==> config.mk <==
export PLATFORM = sky130hd
export DESIGN_NAME = dna_gc_run_allowed_symbols_core
export DESIGN_NICKNAME = d
export VERILOG_FILES = /design/src/hw/rtl/dgras_pkg.sv /design/src/hw/rtl/dna_gc_run_allowed_symbols_core.sv
export SDC_FILE = /design/constraint.sdc
export NUM_CORES = 1
export LEC_CHECK = 0
export ABC_AREA = 1
export BUFFER_PORTS_ARGS = -buffer_cell sky130_fd_sc_hd__buf_2
export CORE_UTILIZATION = 30
export CTS_BUF_LIST = sky130_fd_sc_hd__clkbuf_4 sky130_fd_sc_hd__clkbuf_8
export CTS_CLUSTER_DIAMETER = 60
export CTS_CLUSTER_SIZE = 12
export DETAILED_ROUTE_END_ITERATION = 8
export GPL_TIMING_DRIVEN = 0
export HOLD_SLACK_MARGIN = 0.15
export SYNTH_ARGS = -nofsm -noshare
export SYNTH_HDL_FRONTEND = slang
export SYNTH_SLANG_ARGS = --single-unit
==> constraint.sdc <==
create_clock -name i_clk -period 10.3 [get_ports i_clk]
set_input_delay 2.06 -clock i_clk [delete_from_list [all_inputs] [get_ports i_clk]]
set_output_delay 2.06 -clock i_clk [all_outputs]
set_load 0.05 [all_outputs]
==> src/hw/rtl/dgras_pkg.sv <==
// Shared types and constants for the GC-content and run constraint check.
`default_nettype none

package dgras_pkg;

    localparam int unsigned NUM_SYMS   = 32;
    localparam int unsigned SYM_W      = 2;
    localparam int unsigned HIST_W     = NUM_SYMS * SYM_W;
    localparam int unsigned LIM_W      = 6;
    localparam int unsigned GRP_SYMS   = 8;
    localparam int unsigned NUM_GRPS   = NUM_SYMS / GRP_SYMS;
    localparam int unsigned GRP_CNT_W  = 4;
    localparam int unsigned CFG_IDX_W  = 3;
    localparam int unsigned CFG_DATA_W = 64;
    localparam int unsigned OUT_DATA_W = 16;

    typedef logic [SYM_W-1:0] t_sym;
    typedef logic [LIM_W-1:0] t_lim;

    localparam t_sym SYM_A = 2'd0;
    localparam t_sym SYM_C = 2'd1;
    localparam t_sym SYM_G = 2'd2;
    localparam t_sym SYM_T = 2'd3;

    localparam logic [CFG_IDX_W-1:0] REG_WINDOW_LENGTH  = 3'd0;
    localparam logic [CFG_IDX_W-1:0] REG_GC_WINDOW_MASK = 3'd1;
    localparam logic [CFG_IDX_W-1:0] REG_GC_HIGH_LIMIT  = 3'd2;
    localparam logic [CFG_IDX_W-1:0] REG_GC_LOW_LIMIT   = 3'd3;
    localparam logic [CFG_IDX_W-1:0] REG_MAX_RUN        = 3'd4;

    localparam t_lim RESET_GC_HIGH_LIMIT = 6'd32;
    localparam t_lim RESET_MAX_RUN       = 6'd4;
    localparam t_lim MIN_RUN             = 6'd2;

    typedef struct packed {
        t_sym       allowed_3;
        t_sym       allowed_2;
        t_sym       allowed_1;
        t_sym       allowed_0;
        logic [2:0] allowed_count;
    } t_result;

endpackage

`default_nettype wire

==> src/hw/rtl/dna_gc_run_allowed_symbols_core.sv <==
// Top level of the GC-content and homopolymer-run allowed-symbol check.
//
// The input stream carries one history word of 32 two-bit nucleotides per
// word, newest symbol in the low bits. For each word the output stream gives
// the number of allowed next symbols and the allowed codes in ascending order.
// The configuration channel writes the five constraint registers by index; it
// is always ready and should only be used while no words are in flight.
// The block is a four-stage pipeline: slot compare, group popcount and run
// check, count sum, then the decision into the output register. One word is
// accepted every cycle while the output side keeps taking results.
// When the receiver stalls, the stages fill up behind the output register and
// the input ready drops only once every stage holds a word; nothing is lost.
// Synchronous reset empties the pipeline and restores the register defaults.
`default_nettype none

module dna_gc_run_allowed_symbols_core (
    input  wire logic                               i_clk,
    input  wire logic                               i_rst_n,
    input  wire logic                               i_s_axis_tvalid,
    output logic                                    o_s_axis_tready,
    // history
    input  wire logic [dgras_pkg::HIST_W-1:0]       i_s_axis_tdata,
    output logic                                    o_m_axis_tvalid,
    input  wire logic                               i_m_axis_tready,
    // allowed_count, allowed_0, allowed_1, allowed_2, allowed_3, zero padding
    output logic [dgras_pkg::OUT_DATA_W-1:0]        o_m_axis_tdata,
    input  wire logic                               i_cfg_valid,
    output logic                                    o_cfg_ready,
    input  wire logic [dgras_pkg::CFG_IDX_W-1:0]    i_cfg_index,
    input  wire logic [dgras_pkg::CFG_DATA_W-1:0]   i_cfg_data
);

    // Configuration registers.
    dgras_pkg::t_lim                 r_window_length;
    logic [dgras_pkg::HIST_W-1:0]    r_gc_window_mask;
    dgras_pkg::t_lim                 r_gc_high_limit;
    dgras_pkg::t_lim                 r_gc_low_limit;
    dgras_pkg::t_lim                 r_max_run;

    // Pipeline registers.
    logic                            r_v1, r_v2, r_v3, r_v4;
    logic [dgras_pkg::NUM_SYMS-1:0]  r_gc_bits1;
    logic [dgras_pkg::NUM_SYMS-1:0]  r_eq1;
    dgras_pkg::t_sym                 r_last1, r_last2, r_last3;
    logic [dgras_pkg::GRP_CNT_W-1:0] r_grp2 [dgras_pkg::NUM_GRPS];
    logic                            r_run2, r_run3;
    dgras_pkg::t_lim                 r_gc3;
    dgras_pkg::t_result              r_res4;

    logic en1, en2, en3, en4;

    logic [dgras_pkg::HIST_W-1:0]    masked;
    logic [dgras_pkg::NUM_SYMS-1:0]  n_gc_bits1;
    logic [dgras_pkg::NUM_SYMS-1:0]  n_eq1;
    logic [dgras_pkg::GRP_CNT_W-1:0] n_grp2 [dgras_pkg::NUM_GRPS];
    logic                            n_run2;
    dgras_pkg::t_lim                 run_lim;
    dgras_pkg::t_lim                 n_gc3;
    dgras_pkg::t_result              n_res4;
    logic                            cfg_wr;

    assign en4 = !r_v4 || i_m_axis_tready;
    assign en3 = !r_v3 || en4;
    assign en2 = !r_v2 || en3;
    assign en1 = !r_v1 || en2;

    assign o_s_axis_tready = en1;
    assign o_m_axis_tvalid = r_v4;
    assign o_m_axis_tdata  = {5'd0, r_res4};
    assign o_cfg_ready     = 1'b1;
    assign cfg_wr          = i_cfg_valid && o_cfg_ready;

    always_ff @(posedge i_clk) begin
        if (!i_rst_n) begin
            r_window_length  <= '0;
            r_gc_window_mask <= '0;
            r_gc_high_limit  <= dgras_pkg::RESET_GC_HIGH_LIMIT;
            r_gc_low_limit   <= '0;
            r_max_run        <= dgras_pkg::RESET_MAX_RUN;
        end else if (cfg_wr) begin
            unique case (i_cfg_index)
                dgras_pkg::REG_WINDOW_LENGTH: begin
                    r_window_length <= i_cfg_data[dgras_pkg::LIM_W-1:0];
                end
                dgras_pkg::REG_GC_WINDOW_MASK: begin
                    r_gc_window_mask <= i_cfg_data[dgras_pkg::HIST_W-1:0];
                end
                dgras_pkg::REG_GC_HIGH_LIMIT: begin
                    r_gc_high_limit <= i_cfg_data[dgras_pkg::LIM_W-1:0];
                end
                dgras_pkg::REG_GC_LOW_LIMIT: begin
                    r_gc_low_limit <= i_cfg_data[dgras_pkg::LIM_W-1:0];
                end
                dgras_pkg::REG_MAX_RUN: begin
                    r_max_run <= i_cfg_data[dgras_pkg::LIM_W-1:0];
                end
                default: begin
                end
            endcase
        end
    end

    // Stage 1: per-slot GC flag under the mask, and slot equality with the newest symbol.
    always_comb begin
        masked = i_s_axis_tdata & r_gc_window_mask;
        for (int i = 0; i < dgras_pkg::NUM_SYMS; i++) begin
            n_gc_bits1[i] = masked[2*i] ^ masked[2*i+1];
            n_eq1[i] = (i_s_axis_tdata[2*i +: 2] == i_s_axis_tdata[1:0]);
        end
    end

    // Stage 2: group popcounts and the run check.
    always_comb begin
        for (int g = 0; g < dgras_pkg::NUM_GRPS; g++) begin
            n_grp2[g] = '0;
            for (int b = 0; b < dgras_pkg::GRP_SYMS; b++) begin
                n_grp2[g] = n_grp2[g]
                    + dgras_pkg::GRP_CNT_W'(r_gc_bits1[g*dgras_pkg::GRP_SYMS + b]);
            end
        end
        run_lim = (r_max_run < dgras_pkg::MIN_RUN) ? dgras_pkg::MIN_RUN : r_max_run;
        n_run2 = 1'b1;
        for (int i = 1; i < dgras_pkg::NUM_SYMS; i++) begin
            if ((dgras_pkg::LIM_W'(i) < run_lim) && !r_eq1[i]) begin
                n_run2 = 1'b0;
            end
        end
        if ((run_lim > dgras_pkg::LIM_W'(dgras_pkg::NUM_SYMS))
                && (r_last1 != dgras_pkg::SYM_A)) begin
            n_run2 = 1'b0;
        end
    end

    // Stage 3: total GC count.
    always_comb begin
        n_gc3 = '0;
        for (int g = 0; g < dgras_pkg::NUM_GRPS; g++) begin
            n_gc3 = n_gc3 + dgras_pkg::LIM_W'(r_grp2[g]);
        end
    end

    // Stage 4: allowed-symbol decision.
    always_comb begin
        n_res4 = '0;
        if (r_window_length == '0) begin
            n_res4.allowed_count = 3'd4;
            n_res4.allowed_0     = dgras_pkg::SYM_A;
            n_res4.allowed_1     = dgras_pkg::SYM_C;
            n_res4.allowed_2     = dgras_pkg::SYM_G;
            n_res4.allowed_3     = dgras_pkg::SYM_T;
        end else if (r_gc3 >= r_gc_high_limit) begin
            if (r_run3 && r_last3 == dgras_pkg::SYM_A) begin
                n_res4.allowed_count = 3'd1;
                n_res4.allowed_0     = dgras_pkg::SYM_T;
            end else if (r_run3 && r_last3 == dgras_pkg::SYM_T) begin
                n_res4.allowed_count = 3'd1;
                n_res4.allowed_0     = dgras_pkg::SYM_A;
            end else begin
                n_res4.allowed_count = 3'd2;
                n_res4.allowed_0     = dgras_pkg::SYM_A;
                n_res4.allowed_1     = dgras_pkg::SYM_T;
            end
        end else if (r_gc3 <= r_gc_low_limit) begin
            if (r_run3 && r_last3 == dgras_pkg::SYM_C) begin
                n_res4.allowed_count = 3'd1;
                n_res4.allowed_0     = dgras_pkg::SYM_G;
            end else if (r_run3 && r_last3 == dgras_pkg::SYM_G) begin
                n_res4.allowed_count = 3'd1;
                n_res4.allowed_0     = dgras_pkg::SYM_C;
            end else begin
                n_res4.allowed_count = 3'd2;
                n_res4.allowed_0     = dgras_pkg::SYM_C;
                n_res4.allowed_1     = dgras_pkg::SYM_G;
            end
        end else if (r_run3) begin
            n_res4.allowed_count = 3'd3;
            n_res4.allowed_0 = (r_last3 == dgras_pkg::SYM_A) ? dgras_pkg::SYM_C
                                                             : dgras_pkg::SYM_A;
            n_res4.allowed_1 = (r_last3 == dgras_pkg::SYM_A || r_last3 == dgras_pkg::SYM_C)
                               ? dgras_pkg::SYM_G : dgras_pkg::SYM_C;
            n_res4.allowed_2 = (r_last3 == dgras_pkg::SYM_T) ? dgras_pkg::SYM_G
                                                             : dgras_pkg::SYM_T;
        end else begin
            n_res4.allowed_count = 3'd4;
            n_res4.allowed_0     = dgras_pkg::SYM_A;
            n_res4.allowed_1     = dgras_pkg::SYM_C;
            n_res4.allowed_2     = dgras_pkg::SYM_G;
            n_res4.allowed_3     = dgras_pkg::SYM_T;
        end
    end

    always_ff @(posedge i_clk) begin
        if (!i_rst_n) begin
            r_v1 <= 1'b0;
            r_v2 <= 1'b0;
            r_v3 <= 1'b0;
            r_v4 <= 1'b0;
        end else begin
            if (en1) begin
                r_v1 <= i_s_axis_tvalid;
            end
            if (en2) begin
                r_v2 <= r_v1;
            end
            if (en3) begin
                r_v3 <= r_v2;
            end
            if (en4) begin
                r_v4 <= r_v3;
            end
        end
    end

    always_ff @(posedge i_clk) begin
        if (en1) begin
            r_gc_bits1 <= n_gc_bits1;
            r_eq1      <= n_eq1;
            r_last1    <= i_s_axis_tdata[1:0];
        end
        if (en2) begin
            r_grp2  <= n_grp2;
            r_run2  <= n_run2;
            r_last2 <= r_last1;
        end
        if (en3) begin
            r_gc3   <= n_gc3;
            r_run3  <= r_run2;
            r_last3 <= r_last2;
        end
        if (en4) begin
            r_res4 <= n_res4;
        end
    end

`ifndef SYNTHESIS
    a_ready_only_when_full_stall: assert property (@(posedge i_clk) disable iff (!i_rst_n)
        !o_s_axis_tready |-> (r_v1 && r_v2 && r_v3 && r_v4 && !i_m_axis_tready))
        else $error("input stalled while the pipeline has room");

    a_count_in_range: assert property (@(posedge i_clk) disable iff (!i_rst_n)
        o_m_axis_tvalid |-> (r_res4.allowed_count != 3'd0 && r_res4.allowed_count <= 3'd4))
        else $error("allowed count out of range");

    a_single_slot_clean: assert property (@(posedge i_clk) disable iff (!i_rst_n)
        (o_m_axis_tvalid && r_res4.allowed_count == 3'd1)
            |-> (r_res4.allowed_1 == '0 && r_res4.allowed_2 == '0 && r_res4.allowed_3 == '0))
        else $error("unused result slots not zero");
`endif

endmodule

`default_nettype wire
==> impl_metrics.py, run 1 <==
metrics = {
    "outcome": {
        "outcome": "finished clean",
    },
    "pwr": {
        "power_frac_comb": 0.175,
        "power_density_nw_per_um2": 154,
        "switching_share": 0.302,
        "leakagePower_nw": 5.04,
        "p_sw_mw": 0.527,
        "vdd_drop_max_uv": 88.2,
        "seqPwrFrac": 0.516,
        "p_int_mw": 1.22,
        "clockPowerShare": 0.310,
    },
    "grt": {
        "grt_use_total": 0.146,
        "overflow": 0,
        "grt_pass1_vias": 6991,
        "grt_max_degree": 48,
        "grt_pass1_wl_mm": 36.8,
        "antenna_found_initial": 0,
    },
    "clock_network": {
        "cts-buffers-inserted": 17,
        "cts_hold_buf": 0,
        "tritoncts": "done",
        "cts.clk_slew.worst_paths_ns": 0.12,
        "htreeDepth": 4,
        "cts_setup_buffers": 0,
        "clock_path_buffers": 2,
        "cts_sinks": 194,
        "postCtsResizedCells": 0,
        "clockRootBuffer": "clkbuf_8",
        "clock_latency_ns": 0.48,
    },
    "timing": {
        "finalSetupViolCount": 0,
        "skew_ns": 0.0230,
        "post-route-period-util": 0.590,
        "slew_viol_final": 0,
        "setup_slack_ns": 4.22,
        "setup_tns_ns": 0,
        "fmax_mhz": 165,
        "fin_crit_ns": 6.08,
        "rsz0062_at_grt": "no",
        "worstMarginPinSlew_ns": 0.817,
        "relSlewSlack": 0.455,
        "report.final.hold_viol_count": 0,
    },
    "place": {
        "dpl_worst_slack_ns": 4.17,
        "place_congestion": 0.869,
        "placed_area_sq_um": 10900,
        "dpl.hpwl_mm": 17.8,
        "port_buffers": 147,
    },
    "die": {
        "die_area_sq_um": 32600,
        "core-area_sq_um": 31500,
        "pin_count": 155,
        "die_w_microns": 181,
        "dieHeight_microns": 181,
        "start_util": 0.304,
        "fp-row-count": 65,
    },
    "synth": {
        "yosysSeqAreaShare": 0.513,
        "synth_seq_cells": 194,
        "synth_edf_count": 102,
        "synth_ff_type": "edfxtp_1",
        "postSynthAreaPerCell_sq_um": 9.41,
        "syn_inst": 1017,
        "synth_area_sq_um": 9570,
        "async_reset_ff_frac": 0,
        "ys_types": 36,
        "yosys_warnings": 0,
    },
    "setup_path": {
        "cp.arrival_ns": 4.02,
        "endpoint_kind": "output pin",
        "criticalPathCategory": "input port to output pin",
        "cp-start-kind": "input port",
        "path_max_fanout": 47,
        "required_ns": 8.24,
    },
    "layout": {
        "fin_area_sq_um": 11300,
        "drive_gt1_frac": 0.184,
        "area_growth_pct": 18.0,
        "fin_nets": 1377,
    },
    "drt": {
        "drt_first_pass_iters": 6,
        "avgViaCountPerCell": 4.45,
        "dr_total_vias": 7137,
        "drt_iter0_markers": 439,
        "drc_errors": 0,
        "ant_nets": 0,
        "routed_wl_mm": 23.4,
        "wire_per_inst_microns": 14.6,
    },
    "worst_hold_path": {
        "hold_class": "flip-flop to flip-flop",
    },
    "job": {
        "cap_violations": 0,
    },
}
[cells in the final DEF, fill, tap and decap left out, types with 4 or more instances in the layout]
cell	Yosys	layout
fa_1	24	24
o211ai_1	5	5
nand2_1	136	135
inv_2	5	5
buf_2	11	158
o21ai_0	72	72
ha_1	29	29
buf_4	10	10
a21oi_1	38	38
conb_1	2	6
clkbuf_8	0	17
o21bai_1	10	10
inv_1	103	103
nand3_1	18	18
xor2_1	95	95
xnor2_1	5	5
edfxtp_1	102	102
clkbuf_1	19	19
nand4_1	7	7
o21ai_1	20	20
inv_8	0	4
nor2_1	187	187
dfxtp_1	92	92
nand3b_1	4	4
[layout make-up]
class | count | area, sq um
Clock buffer | 18 | 241
Fill cell | 3193 | 20200
Sequential cell | 194 | 4900
Clock inverter | 14 | 190
Antenna cell | 1 | 2.50
Tap cell | 402 | 503
Multi-Input combinational cell | 676 | 4060
Timing Repair Buffer | 148 | 763
Buffer | 40 | 201
Inverter | 111 | 419
[cell usage after synthesis, types with 18 or more instances]
master,instances,area (sq um)
edfxtp_1,102,3060
nor2_1,187,702
ha_1,29,363
inv_1,103,387
a21oi_1,38,190
nand2_1,136,510
xor2_1,95,832
o21ai_1,20,100
fa_1,24,480
o21ai_0,72,360
nand3_1,18,90.1
clkbuf_1,19,71.3
dfxtp_1,92,1840
[routing by layer]
metal	up-vias	routed length [microns]	part of all wire	track usage
met3	19	1070	0.046	0.0279
met4	0	264	0.011	0.0397
met5	-	0	0	0
met2	173	11500	0.49	0.254
met1	3350	10600	0.45	0.185
li1	3595	-	-	-
[power groups by stage]
stage          registers (mW)  clock network [mW]  logic, mW
2_1_floorplan           0.942                   0      0.175
3_3_place_gp            0.917                   0      0.298
3_5_place_dp            0.918                   0      0.306
4_1_cts                 0.900               0.558      0.307
5_1_grt                 0.905               0.589      0.343
6_report                0.899               0.540      0.305
[registers in the layout, summed over array words and instances, names as in the netlist, 2 cells and up]
register          cells
r_last2               2
o_m_axis_tdata        9
r_gc3                 6
r_max_run             6
r_gc_window_mask     64
r_grp2               16
r_last3               2
r_gc_low_limit        6
r_eq1                31
r_gc_high_limit       6
r_last1               2
r_gc_bits1           32
r_window_length       6
[final timing paths]
kind	to	from	slack (ns)	cells past startpoint
setup / recovery	o_s_axis_tready	i_m_axis_tready	4.22	9
hold / removal	r_last3[1]	r_last2[1]	0.44	0
hold reg to reg	r_last3[1]	r_last2[1]	0.44	0
setup reg to reg	r_grp2[13]	r_gc_bits1[0]	7.31	9
[critical path: stages]
cell and delay (ns):
buf_2 0.07, nor2_1 0.03, inv_1 0.29, nor2_1 0.07
inv_1 0.33, nor2_1 0.18, nand2_4 0.32, buf_16 0.29
buf_2 0.32
[stage by stage]
stage	total power, mW	hold WS [ns]	util	instances
after detailed placement	1.22	0.412	0.345	1571
final	1.74	0.438	0.359	1604
after CTS	1.76	0.443	0.359	1603
after global routing	1.84	0.455	0.359	1603
after floorplan	1.12	0.400	-	1021
after global placement	1.21	0.401	0.344	1570
[cell families after synthesis]
group                      Yosys count  share of synthesized area
and+or+nand+nor                    363                      0.155
DFF                                194                      0.513
AOI/OAI and AO/OA                  154                     0.0868
buffers and inverters              151                     0.0649
xor gates and xnor gates           100                     0.0916
adders and majority gates           53                     0.0882
other                                2                   0.000785
Note: power is estimated with default switching activity, not from simulation.
==> run 2: changes to the inputs <==
ABC_AREA = 0   (was 1)
clock period = 5 ns   (was 10.3 ns; I/O delays follow)
==> run 2 against run 1 <==
  * Clock-buffer cell count unchanged
  * Largest power group unchanged
  * Combinational power is 47% higher
  * Hold slack lost 0.0077 ns
  * Sequential power increased by 100%
  * Synthesized cell count down 5.5%
  * Die area is 2.3% higher
  * Critical path depth fell by 4
  * Total power up 88%
  * Clock power is 91% higher
  * Core utilization is 0.27 points higher
  * Final area increased by 1.8%
==> impl_metrics.py, run 2 <==
metrics = {
    "timing": {
        "post-route-period-util": 0.738,
        "relSlewSlack": 0.395,
        "whs_ns": 0.430,
        "finalSetupViolCount": 0,
        "report.final.hold_viol_count": 0,
        "rsz0062_at_grt": "no",
        "worstMarginPinSlew_ns": 0.908,
        "skew_ns": 0.0224,
        "fin_crit_ns": 3.69,
        "fmax_mhz": 271,
        "slew_viol_final": 0,
    },
    "synth": {
        "synth_seq_cells": 194,
        "syn_inst": 961,
        "synthSimpleGateAreaFrac": 0.151,
        "postSynthAreaPerCell_sq_um": 10.2,
        "yosys-top-cells-count": "nand2_1, edfxtp_1, xor2_1",
        "synth_most_common_cell": "nand2_1",
        "synth_top_cell_by_area": "edfxtp_1",
        "async_reset_ff_frac": 0,
        "yosysSeqAreaShare": 0.501,
        "synth_area_sq_um": 9790,
        "synth_top_family_by_area": "simple AND/OR/NAND/NOR gates",
        "synth.area.mux_share": 0.0194,
        "synth.top_cell.area_share": 0.313,
        "synth-xor-area-share": 0.0912,
        "synth_edf_count": 102,
        "ys_types": 60,
        "synth-compound-area-share": 0.0937,
        "synth.area.top_cells": "edfxtp_1, dfxtp_1, xor2_1",
        "synth_ff_type": "edfxtp_1",
        "yosys_warnings": 0,
        "synthAdderAreaFrac": 0.0884,
    },
    "grt": {
        "overflow": 0,
        "antenna_found_initial": 2,
        "grt_pass1_vias": 6629,
        "grt_pass1_wl_mm": 35.1,
        "grt_use_total": 0.138,
        "grt_max_degree": 67,
    },
    "layout": {
        "final_cell_mix": "nand2_1, buf_2, edfxtp_1, xor2_1, dfxtp_1",
        "fill_cells": 3257,
        "n_antenna_cell": 0,
        "largest-register": "r_gc_window_mask",
        "fin_util": 0.361,
        "layout_commonest_cell": "nand2_1",
        "drive_gt1_frac": 0.197,
        "fin_cells": 1578,
        "fin_area_sq_um": 11500,
        "largest_register_ffs": 64,
        "area_growth_pct": 17.4,
        "reg_top3": "r_gc_window_mask (64), r_gc_bits1 (32), r_eq1 (31)",
        "fin_nets": 1319,
    },
    "place": {
        "place_inst": 1546,
        "port_buffers": 146,
        "dpl.hpwl_mm": 17.5,
        "place_congestion": 0.878,
        "placed_area_sq_um": 11100,
    },
    "setup_path": {
        "required_ns": 4.00,
        "path_max_fanout": 66,
        "cp-start-kind": "input port",
        "criticalPathCategory": "input port to output pin",
        "rrSetupSlack_ns": 1.98,
        "cp.arrival_ns": 2.69,
        "endpoint_kind": "output pin",
    },
    "die": {
        "start_util": 0.308,
        "core-area_sq_um": 31800,
        "dieHeight_microns": 183,
        "pin_count": 155,
        "fp-row-count": 65,
        "die_w_microns": 183,
        "die_area_sq_um": 33400,
    },
    "clock_network": {
        "postCtsResizedCells": 0,
        "clock_latency_ns": 0.48,
        "htreeDepth": 4,
        "cts.clk_slew.worst_paths_ns": 0.10,
        "cts_sinks": 194,
        "cts-buffers-inserted": 17,
        "cts_setup_buffers": 0,
        "clockRootBuffer": "clkbuf_8",
        "cts_hold_buf": 0,
        "tritoncts": "done",
        "clock_path_buffers": 2,
    },
    "drt": {
        "wire_per_inst_microns": 14.1,
        "avgViaCountPerCell": 4.28,
        "drt_iter0_markers": 228,
        "ant_nets": 0,
        "routed_wl_mm": 22.3,
        "drt_first_pass_iters": 5,
        "dr_total_vias": 6754,
        "drc_errors": 0,
    },
    "pwr": {
        "leakagePower_nw": 4.69,
        "power_density_nw_per_um2": 285,
        "vdd_drop_max_uv": 179,
        "p_total_mw": 3.28,
    },
    "job": {
        "cap_violations": 0,
    },
    "worst_hold_path": {
        "hold_class": "flip-flop to flip-flop",
    },
    "outcome": {
        "outcome": "finished clean",
    },
}
-- run 2: worst paths after layout --
| path | to | cells after the start | startpoint |
|---|---|---|---|
| max | o_s_axis_tready | 5 | i_m_axis_tready |
| min | r_last3[0] | 0 | r_last2[0] |
| max reg2reg | r_grp2[10] | 9 | r_gc_bits1[8] |
| min reg2reg | r_last3[0] | 0 | r_last2[0] |
-- run 2: routing by layer --
| layer | track usage | wire (microns) | vias to the layer above | part of all wire |
|---|---|---|---|---|
| li1 | - | - | 3476 | - |
| met5 | 0 | 22 | - | 0.00099 |
| met2 | 0.247 | 11400 | 144 | 0.51 |
| met4 | 0.0269 | 189 | 4 | 0.0085 |
| met1 | 0.168 | 9540 | 3113 | 0.43 |
| met3 | 0.0343 | 1120 | 17 | 0.050 |
-- run 2: report_power, final --
part           internal [mW]  switching, mW  total [mW]
clock network          0.394          0.640        1.03
registers               1.76         0.0388        1.80
logic                  0.174          0.274       0.449
total                   2.33          0.953        3.28
-- run 2: per-stage QoR --
stage / setup WS (ns) / TNS, ns
2_1_floorplan: 1.03 / 0
3_3_place_gp: -0.140 / -0.140
3_5_place_dp: 1.25 / 0
4_1_cts: 1.25 / 0
5_1_grt: 1.14 / 0
6_report: 1.31 / 0
-- run 2: final cells by class --
cell class | count | area (sq um) | area share
sequential | 194 | 4900 | 0.427
clock inverter | 14 | 158 | 0.0137
clock buffer | 18 | 248 | 0.0216
timing repair buffer | 146 | 731 | 0.0636
inverter | 67 | 251 | 0.0219
buffer | 51 | 283 | 0.0246
multi-input combinational | 653 | 4370 | 0.381
tap | 435 | 544 | 0.0474
-- run 2: cells by family after synthesis --
logic type,after synthesis
adders and majority gates,55
other,2
AOI/OAI and AO/OA,132
DFF,194
muxes,19
buffers and inverters,118
xor gates and xnor gates,102
and+or+nand+nor,339
-- run 2: worst max-delay path: stages --
cell and delay, ns:
buf_2 0.10, nor2b_1 0.29, and3_1 0.33, nand2_4 0.46, buf_2 0.43
